--- config.mk ---
export PLATFORM = sky130hd
export DESIGN_NAME = periodic_batch_spawn_scheduler
export DESIGN_NICKNAME = d
export VERILOG_FILES = /design/src/rtl/pbs_pkg.sv /design/src/rtl/pbs_div.sv /design/src/rtl/periodic_batch_spawn_scheduler.sv
export SDC_FILE = /design/constraint.sdc
export NUM_CORES = 2
export LEC_CHECK = 0
export ABC_AREA = 1
export BUFFER_PORTS_ARGS = -buffer_cell sky130_fd_sc_hd__buf_2
export CORE_ASPECT_RATIO = 0.7
export CORE_UTILIZATION = 36
export DETAILED_ROUTE_END_ITERATION = 12
export PLACE_DENSITY_LB_ADDON = 0.15
export SLEW_MARGIN = 10
export SYNTH_ARGS = -nofsm -noshare
export SYNTH_HDL_FRONTEND = slang
export SYNTH_SLANG_ARGS = --single-unit
--- constraint.sdc ---
create_clock -name i_clk -period 11.4 [get_ports i_clk]
set_clock_uncertainty 0.2 [all_clocks]
set_input_delay 0.57 -clock i_clk [delete_from_list [all_inputs] [get_ports i_clk]]
set_output_delay 0.57 -clock i_clk [all_outputs]
set_load 0.03 [all_outputs]
--- src/rtl/pbs_pkg.sv ---
package pbs_pkg;

    // field widths
    localparam int PHASE_W    = 32;
    localparam int PERIOD_W   = 31;
    localparam int DT_W       = 24;
    localparam int RATE_W     = 24;
    localparam int COUNT_W    = 16;
    localparam int CFG_DATA_W = 32;
    localparam int CFG_IDX_W  = 3;

    // derived widths
    localparam int PROD_W    = DT_W + RATE_W;
    localparam int DIV_CNT_W = $clog2(PERIOD_W + 1);

    // register reset values
    localparam logic [PERIOD_W-1:0] TICK_PERIOD_RST = PERIOD_W'(65536);
    localparam logic [PERIOD_W-1:0] LIFE_LIMIT_RST  = PERIOD_W'(65536);
    localparam logic [COUNT_W-1:0]  BATCH_SIZE_RST  = COUNT_W'(1);
    localparam logic [RATE_W-1:0]   TICK_RATE_RST   = RATE_W'(65536);

    // configuration register indexes
    typedef enum logic [CFG_IDX_W-1:0] {
        REG_TICK_PERIOD  = 3'd0,
        REG_LIFE_LIMIT   = 3'd1,
        REG_BATCH_SIZE   = 3'd2,
        REG_CYCLE_LIMIT  = 3'd3,
        REG_GLOBAL_LIFE  = 3'd4,
        REG_TICK_RATE    = 3'd5,
        REG_SPAWN_START  = 3'd6,
        REG_SHRINK_START = 3'd7
    } t_cfg_idx;

endpackage

--- src/rtl/pbs_div.sv ---
module pbs_div
    import pbs_pkg::*;
(
    input  logic                i_clk,
    input  logic                i_rst_n,
    input  logic                i_start,
    input  logic [PERIOD_W-1:0] i_dividend,
    input  logic [PERIOD_W-1:0] i_divisor,
    output logic                o_done,
    output logic [PERIOD_W-1:0] o_quotient,
    output logic [PERIOD_W-1:0] o_remainder
);

    logic                 r_busy;
    logic                 r_done;
    logic [DIV_CNT_W-1:0] r_cnt;
    logic [PERIOD_W-1:0]  r_quo;
    logic [PERIOD_W-1:0]  r_rem;
    logic [PERIOD_W-1:0]  r_dsr;
    logic [PERIOD_W:0]    n_trial;

    // one restoring step: shift in the next dividend bit and try a subtract
    assign n_trial = {r_rem, r_quo[PERIOD_W-1]} - {1'b0, r_dsr};

    always_ff @(posedge i_clk) begin
        if (!i_rst_n) begin
            r_busy <= 1'b0;
            r_done <= 1'b0;
            r_cnt  <= '0;
        end else begin
            r_done <= 1'b0;
            if (i_start) begin
                r_busy <= 1'b1;
                r_cnt  <= DIV_CNT_W'(PERIOD_W);
                r_rem  <= '0;
                r_quo  <= i_dividend;
                r_dsr  <= i_divisor;
            end else if (r_busy) begin
                if (!n_trial[PERIOD_W]) begin
                    r_rem <= n_trial[PERIOD_W-1:0];
                    r_quo <= {r_quo[PERIOD_W-2:0], 1'b1};
                end else begin
                    r_rem <= {r_rem[PERIOD_W-2:0], r_quo[PERIOD_W-1]};
                    r_quo <= {r_quo[PERIOD_W-2:0], 1'b0};
                end
                r_cnt <= r_cnt - DIV_CNT_W'(1);
                if (r_cnt == DIV_CNT_W'(1)) begin
                    r_busy <= 1'b0;
                    r_done <= 1'b1;
                end
            end
        end
    end

    assign o_done      = r_done;
    assign o_quotient  = r_quo;
    assign o_remainder = r_rem;

endmodule

--- src/rtl/periodic_batch_spawn_scheduler.sv ---
// sequence: an accepted beat is multiplied, added, then checked for expiry and for spawn;
// a firing phase with a nonzero period runs a 31-step divide, takes the quotient and
// scales it by the batch size; with a zero period it is scaled as one period
// one beat at a time: the next beat is taken once the result is registered, and a
// stalled result beat holds off the next one
// reset: synchronous active-low; configuration and scheduler registers, state and the output valid return to defaults
module periodic_batch_spawn_scheduler
    import pbs_pkg::*;
(
    input  logic                  i_clk,
    input  logic                  i_rst_n,
    // configuration
    input  logic                  i_cfg_we,
    input  logic [CFG_IDX_W-1:0]  i_cfg_idx,
    input  logic [CFG_DATA_W-1:0] i_cfg_data,
    // input channel
    input  logic                  i_valid,
    output logic                  o_ready,
    input  logic [DT_W-1:0]       i_time_step,
    // output channel
    output logic                  o_valid,
    input  logic                  i_ready,
    output logic [COUNT_W-1:0]    o_spawn_count,
    output logic [COUNT_W-1:0]    o_expire_count,
    output logic                  o_finished
);

    typedef enum logic [3:0] {
        S_IDLE,
        S_MUL,
        S_ADD,
        S_EXP_CHK,
        S_EXP_DIV,
        S_SPN_CHK,
        S_SPN_DIV,
        S_SCALE,
        S_FIN
    } t_state;

    t_state r_state;

    // configuration registers
    logic [PERIOD_W-1:0] r_tick_period;
    logic [PERIOD_W-1:0] r_life_limit;
    logic [COUNT_W-1:0]  r_batch_size;
    logic [COUNT_W-1:0]  r_cycle_limit;
    logic [RATE_W-1:0]   r_tick_rate;
    logic [PHASE_W-1:0]  r_spawn_start;
    logic [PHASE_W-1:0]  r_shrink_start;

    // scheduler state
    logic [PHASE_W-1:0]  r_life_left;
    logic [PHASE_W-1:0]  r_spawn_phase;
    logic [PHASE_W-1:0]  r_expire_phase;
    logic [COUNT_W-1:0]  r_cycles_left;
    logic [PHASE_W-1:0]  r_idle_time;

    // per-beat working registers
    logic [DT_W-1:0]     r_dt;
    logic [PHASE_W-1:0]  r_inc;
    logic                r_allow;
    logic [PERIOD_W-1:0] r_count;
    logic                r_sel_spawn;
    logic [COUNT_W-1:0]  r_spawn_n;
    logic [COUNT_W-1:0]  r_expire_n;

    // output register
    logic                r_out_valid;
    logic [COUNT_W-1:0]  r_out_spawn;
    logic [COUNT_W-1:0]  r_out_expire;
    logic                r_out_finished;

    // combinational helpers
    logic [PROD_W-1:0]   n_prod;
    logic [PHASE_W-1:0]  n_life_sub;
    logic                n_allow;
    logic                n_exp_fire;
    logic                n_spn_fire;
    logic                n_spent;
    logic [PHASE_W:0]    n_idle_sum;
    logic [PHASE_W-1:0]  n_idle;
    logic                n_out_free;
    logic                n_div_start;
    logic [PERIOD_W-1:0] n_div_dividend;
    logic                n_div_done;
    logic [PERIOD_W-1:0] n_div_quo;
    logic [PERIOD_W-1:0] n_div_rem;

    // phase plus a nonnegative increment, clamped at the signed maximum
    function automatic logic [PHASE_W-1:0] sat_add(input logic [PHASE_W-1:0] a,
                                                   input logic [PHASE_W-1:0] b);
        logic [PHASE_W+1:0] s;
        s = {{2{a[PHASE_W-1]}}, a} + {2'b00, b};
        if (!s[PHASE_W+1] && (s[PHASE_W] || s[PHASE_W-1]))
            sat_add = {1'b0, {(PHASE_W-1){1'b1}}};
        else
            sat_add = s[PHASE_W-1:0];
    endfunction

    // periods times batch size, clamped at the count maximum
    function automatic logic [COUNT_W-1:0] sat_scale(input logic [PERIOD_W-1:0] cnt,
                                                     input logic [COUNT_W-1:0]  bsz);
        logic [2*COUNT_W-1:0] p;
        p = cnt[COUNT_W-1:0] * bsz;
        if (bsz == '0)
            sat_scale = '0;
        else if (cnt[PERIOD_W-1:COUNT_W] != '0 || p[2*COUNT_W-1:COUNT_W] != '0)
            sat_scale = '1;
        else
            sat_scale = p[COUNT_W-1:0];
    endfunction

    // signed phase against the unsigned period
    function automatic logic reached(input logic [PHASE_W-1:0]  ph,
                                     input logic [PERIOD_W-1:0] per);
        reached = $signed(ph) >= $signed({1'b0, per});
    endfunction

    assign n_prod     = r_dt * r_tick_rate;
    assign n_life_sub = r_life_left - PHASE_W'(r_dt);
    assign n_allow    = (r_dt != '0) && !r_life_left[PHASE_W-1];

    // fire decisions
    assign n_exp_fire = (r_life_limit != '0) && reached(r_expire_phase, r_tick_period);
    assign n_spent    = (r_cycle_limit != '0) && (r_cycles_left == '0);
    assign n_spn_fire = r_allow && !n_spent && reached(r_spawn_phase, r_tick_period);

    // idle timer, saturating
    assign n_idle_sum = {1'b0, r_idle_time} + (PHASE_W+1)'(r_dt);
    assign n_idle     = n_idle_sum[PHASE_W] ? '1 : n_idle_sum[PHASE_W-1:0];

    assign n_out_free = !r_out_valid || i_ready;

    // divider launch
    always_comb begin
        n_div_start    = 1'b0;
        n_div_dividend = r_expire_phase[PERIOD_W-1:0];
        case (r_state)
            S_EXP_CHK: begin
                n_div_start = n_exp_fire && (r_tick_period != '0);
            end
            S_SPN_CHK: begin
                n_div_start    = n_spn_fire && (r_tick_period != '0);
                n_div_dividend = r_spawn_phase[PERIOD_W-1:0];
            end
            default: begin
                n_div_start = 1'b0;
            end
        endcase
    end

    pbs_div u_div (
        .i_clk       (i_clk),
        .i_rst_n     (i_rst_n),
        .i_start     (n_div_start),
        .i_dividend  (n_div_dividend),
        .i_divisor   (r_tick_period),
        .o_done      (n_div_done),
        .o_quotient  (n_div_quo),
        .o_remainder (n_div_rem)
    );

    // sequencer, state and registered outputs
    always_ff @(posedge i_clk) begin
        if (!i_rst_n) begin
            r_state        <= S_IDLE;
            r_out_valid    <= 1'b0;
            r_tick_period  <= TICK_PERIOD_RST;
            r_life_limit   <= LIFE_LIMIT_RST;
            r_batch_size   <= BATCH_SIZE_RST;
            r_cycle_limit  <= '0;
            r_tick_rate    <= TICK_RATE_RST;
            r_spawn_start  <= '0;
            r_shrink_start <= '0;
            r_life_left    <= '0;
            r_spawn_phase  <= '0;
            r_expire_phase <= '0;
            r_cycles_left  <= '0;
            r_idle_time    <= '0;
        end else begin
            // configuration writes
            if (i_cfg_we) begin
                case (t_cfg_idx'(i_cfg_idx))
                    REG_TICK_PERIOD: r_tick_period <= i_cfg_data[PERIOD_W-1:0];
                    REG_LIFE_LIMIT:  r_life_limit  <= i_cfg_data[PERIOD_W-1:0];
                    REG_BATCH_SIZE:  r_batch_size  <= i_cfg_data[COUNT_W-1:0];
                    REG_CYCLE_LIMIT: begin
                        r_cycle_limit <= i_cfg_data[COUNT_W-1:0];
                        r_cycles_left <= i_cfg_data[COUNT_W-1:0];
                    end
                    REG_GLOBAL_LIFE: begin
                        r_life_left <= {1'b0, i_cfg_data[PERIOD_W-1:0]};
                    end
                    REG_TICK_RATE:   r_tick_rate <= i_cfg_data[RATE_W-1:0];
                    REG_SPAWN_START: begin
                        r_spawn_start <= i_cfg_data[PHASE_W-1:0];
                        r_spawn_phase <= i_cfg_data[PHASE_W-1:0];
                    end
                    REG_SHRINK_START: begin
                        r_shrink_start <= i_cfg_data[PHASE_W-1:0];
                        r_expire_phase <= i_cfg_data[PHASE_W-1:0];
                    end
                    default: begin
                        r_tick_period <= r_tick_period;
                    end
                endcase
            end

            // result beat taken, unless a new one is loaded this cycle
            if (r_out_valid && i_ready && (r_state != S_FIN))
                r_out_valid <= 1'b0;

            case (r_state)
                S_IDLE: begin
                    if (i_valid) begin
                        r_dt    <= i_time_step;
                        r_state <= S_MUL;
                    end
                end
                // scaled increment and life countdown
                S_MUL: begin
                    r_inc <= n_prod[PROD_W-1:PROD_W-PHASE_W];
                    if ($signed(r_life_left) > 0)
                        r_life_left <= n_life_sub;
                    r_state <= S_ADD;
                end
                // phase accumulation
                S_ADD: begin
                    r_allow <= n_allow;
                    if (n_allow)
                        r_spawn_phase <= sat_add(r_spawn_phase, r_inc);
                    r_expire_phase <= sat_add(r_expire_phase, r_inc);
                    r_state        <= S_EXP_CHK;
                end
                S_EXP_CHK: begin
                    r_sel_spawn <= 1'b0;
                    if (!n_exp_fire) begin
                        r_expire_n <= '0;
                        r_state    <= S_SPN_CHK;
                    end else if (r_tick_period == '0) begin
                        r_count <= PERIOD_W'(1);
                        r_state <= S_SCALE;
                    end else begin
                        r_state <= S_EXP_DIV;
                    end
                end
                S_EXP_DIV: begin
                    if (n_div_done) begin
                        r_expire_phase <= {1'b0, n_div_rem};
                        r_count        <= n_div_quo;
                        r_state        <= S_SCALE;
                    end
                end
                S_SPN_CHK: begin
                    r_sel_spawn <= 1'b1;
                    if (!n_spn_fire) begin
                        r_spawn_n <= '0;
                        r_state   <= S_FIN;
                    end else begin
                        if (r_cycle_limit != '0)
                            r_cycles_left <= r_cycles_left - COUNT_W'(1);
                        if (r_tick_period == '0) begin
                            r_count <= PERIOD_W'(1);
                            r_state <= S_SCALE;
                        end else begin
                            r_state <= S_SPN_DIV;
                        end
                    end
                end
                S_SPN_DIV: begin
                    if (n_div_done) begin
                        r_spawn_phase <= {1'b0, n_div_rem};
                        r_count       <= n_div_quo;
                        r_state       <= S_SCALE;
                    end
                end
                // particle count for the phase that fired
                S_SCALE: begin
                    if (r_sel_spawn) begin
                        r_spawn_n <= sat_scale(r_count, r_batch_size);
                        r_state   <= S_FIN;
                    end else begin
                        r_expire_n <= sat_scale(r_count, r_batch_size);
                        r_state    <= S_SPN_CHK;
                    end
                end
                // idle timer and result register
                S_FIN: begin
                    if (n_out_free) begin
                        if (n_spent) begin
                            if ((r_life_limit != '0) &&
                                (n_idle > {1'b0, r_life_limit})) begin
                                r_spawn_phase  <= r_spawn_start;
                                r_expire_phase <= r_shrink_start;
                                r_idle_time    <= '0;
                            end else begin
                                r_idle_time <= n_idle;
                            end
                        end
                        r_out_spawn    <= r_spawn_n;
                        r_out_expire   <= r_expire_n;
                        r_out_finished <= n_spent;
                        r_out_valid    <= 1'b1;
                        r_state        <= S_IDLE;
                    end
                end
                default: begin
                    r_state <= S_IDLE;
                end
            endcase
        end
    end

    assign o_ready        = (r_state == S_IDLE);
    assign o_valid        = r_out_valid;
    assign o_spawn_count  = r_out_spawn;
    assign o_expire_count = r_out_expire;
    assign o_finished     = r_out_finished;

endmodule

==> results.toml <==
[run_status]
status = "finished clean"

[critical_path]
cp-end-kind = "register"
cpMaxStageDelayCell = "dfxtp_1"
start_kind = "register"
r2r_cells = 25
crit_arrival_ns = 8.07
crit_required_ns = 11.64
r2r_slack_ns = 3.57
r2r-end = "r_inc[26]"
crit_end = "r_inc[26]"
setup.worst_path.start = "r_tick_rate[3]"
timing.rr.start = "r_tick_rate[3]"
path_class = "register to register"
max_stage_delay_ns = 1.13
critPathMaxFanout = 25

[layout]
area_delta_synth_final_pct = 8.54
final_cell_mix = "2022 x nand2_1, 1852 x inv_1, 680 x fa_1, 676 x a21oi_1, 515 x ha_1"
nets = 9841
finalNonFillerCells = 11006
nFillCells = 18540
final_common_cell = "nand2_1"
drive_gt1_frac = 0.0478
design_area_um2 = 70400

[clocking]
cts_tree = "done"
clkSlewWorstSetupHoldPaths_ns = 0.06
numCtsBuffers = 73
clock_latency_ns = 0.70
cts_max_path_buffers = 3
cts_hold_buf = 29
root_buffer = "clkbuf_16"
cts_max_level = 3
cts_resized = 0
cts_setup_buffers = 0
clock-sinks = 585

[synthesis]
synthDistinctLibCells = 63
avgSynthCellArea_um2 = 7.45
netlist.top_cell.by_area = "fa_1"
synthArstFlopShare = 0
syn-num-nets = 9961
synth_edf_count = 247
synth_ff_type = "dfxtp_1"
yosysTopAreaCellShare = 0.210
ys_seq_elements = 585
syn_inst = 8702
yosys-top-cells-area = "fa_1 21%, nand2_1 12%, edfxtp_1 11%"
yosys_warnings = 0
yosysSeqAreaShare = 0.219
syn_area_um2 = 64800

[pwr]
vdd.ir_drop.worst_mv = 0.105
p_per_area_nw_per_um2 = 121
p_total_uw = 8510
p_leak_uw = 0.0352

[flow_run]
max_cap_violations = 0

[place]
place_area_um2 = 67500
dp.cells = 10836
dp_hpwl_mm = 182
portBuffers = 98
gp_congestion = 0.971

[timing]
hold_viol = 0
tns_ns = 0
hold_ws_ns = 0.0518
min_period_over_period = 0.687
final-max-slew-violation-count = 0
rsz0062_at_grt = "no"
setup_violations = 0
maxSlewHeadroom = 0.0516
min_period_ns = 7.83
tightestPinTransition_ns = 1.41
timing.fmax_ghz = 0.128

[route]
via_per_inst = 5.20
antenna_left = 0
dr.pass1.iters = 6
drc = 0
finalWirelength_mm = 236
num_vias = 57254
wl_per_cell_um = 21.4
drt_iter0_drc = 5807

[die]
die_w_um = 509
rows = 129
pin_count = 99
start_util = 0.365
fp.dieH_um = 357
core_region_area_um2 = 178000
dieArea_um2 = 182000

[global_route]
antenna_found_initial = 13
grt_util_all_layers = 0.259
grt_max_degree = 90
overflow = 0
grt_pass1_vias = 54488
grt_pass1_wl_mm = 355

[min_path]
hp-class = "primary input to register"
min-delay-start = "i_cfg_data[26]"
cell type report:
| cell class | count | area (um^2) | share of cell area |
|---|---|---|---|
| clock buffer | 92 | 1940 | 0.0275 |
| multi-input combinational | 5831 | 42100 | 0.598 |
| timing repair buffer | 225 | 1520 | 0.0216 |
| clock inverter | 44 | 658 | 0.00935 |
| inverter | 1866 | 7010 | 0.0996 |
| antenna | 5 | 12.5 | 0.000178 |
| sequential | 585 | 14200 | 0.202 |
| tap | 2358 | 2950 | 0.0419 |
synthesized netlist by cell type, types with 29 or more instances:
library cell / number
a31oi_1: 99
clkbuf_1: 371
ha_1: 515
fa_1: 680
o211ai_1: 52
or2_2: 29
o21ai_0: 392
edfxtp_1: 247
nor4_1: 44
nor3_1: 62
nand2_1: 2025
nor2_1: 468
inv_1: 1858
nand3_1: 263
xor2_1: 108
dfxtp_1: 338
xnor2_1: 65
nand4_1: 133
a21oi_1: 677
power breakdown:
part | switching (uW) | internal, uW
clock | 1090 | 1490
combinational | 2330 | 1100
sequential | 177 | 2330
total | 3590 | 4920
state kept, by name, indices dropped and copies added (netlist names), 32 cells and up:
name,cells
r_expire_phase,32
r_idle_time,32
r_inc,32
r_life_left,32
r_shrink_start,32
r_spawn_phase,32
r_spawn_start,32
metrics by stage:
stage / util / setup slack (ns)
finish: 0.396 / 3.57
global route: 0.396 / 3.17
CTS: 0.396 / 3.66
detailed placement: 0.380 / 3.62
global placement: 0.380 / 3.75
floorplan: - / 4.58
metal layers:
| metal | GRT usage | part of all wire | vias up |
|---|---|---|---|
| met5 | 0.00617 | 0.00080 | - |
| met4 | 0.0457 | 0.016 | 6 |
| met3 | 0.0406 | 0.085 | 212 |
| met2 | 0.361 | 0.40 | 2236 |
| met1 | 0.413 | 0.50 | 27860 |
| li1 | - | - | 26940 |
worst max-delay path, delay by kind of cell, from the launching register on:
family | cells | cell delay (ns)
xor gates and xnor gates | 1 | 0.10
and+or+nand+nor | 5 | 0.75
DFF | 1 | 1.13
buffers and inverters | 7 | 0.40
adders and majority gates | 8 | 3.89
AOI/OAI and AO/OA | 4 | 1.09
cell families (layout without fill, tap and decap cells):
group                      Yosys count  after routing  synth area share
muxes                               15             15           0.00232
xor gates and xnor gates           173            173            0.0234
adders and majority gates         1195           1195             0.309
buffers and inverters             2286           2227             0.134
and+or+nand+nor                   3063           3063             0.194
DFF                                585            585             0.219
AOI/OAI and AO/OA                 1385           1385             0.118
other                                0              5                 0
worst min-delay path by stage:
stage / end / cells after the start
global route: r_spawn_start[6] / 3
finish: r_spawn_start[26] / 3
floorplan: o_expire_count[0] / 0
global placement: o_expire_count[7] / 0
CTS: r_spawn_start[9] / 3
detailed placement: o_expire_count[11] / 0
Note: power is estimated with default switching activity, not from simulation.
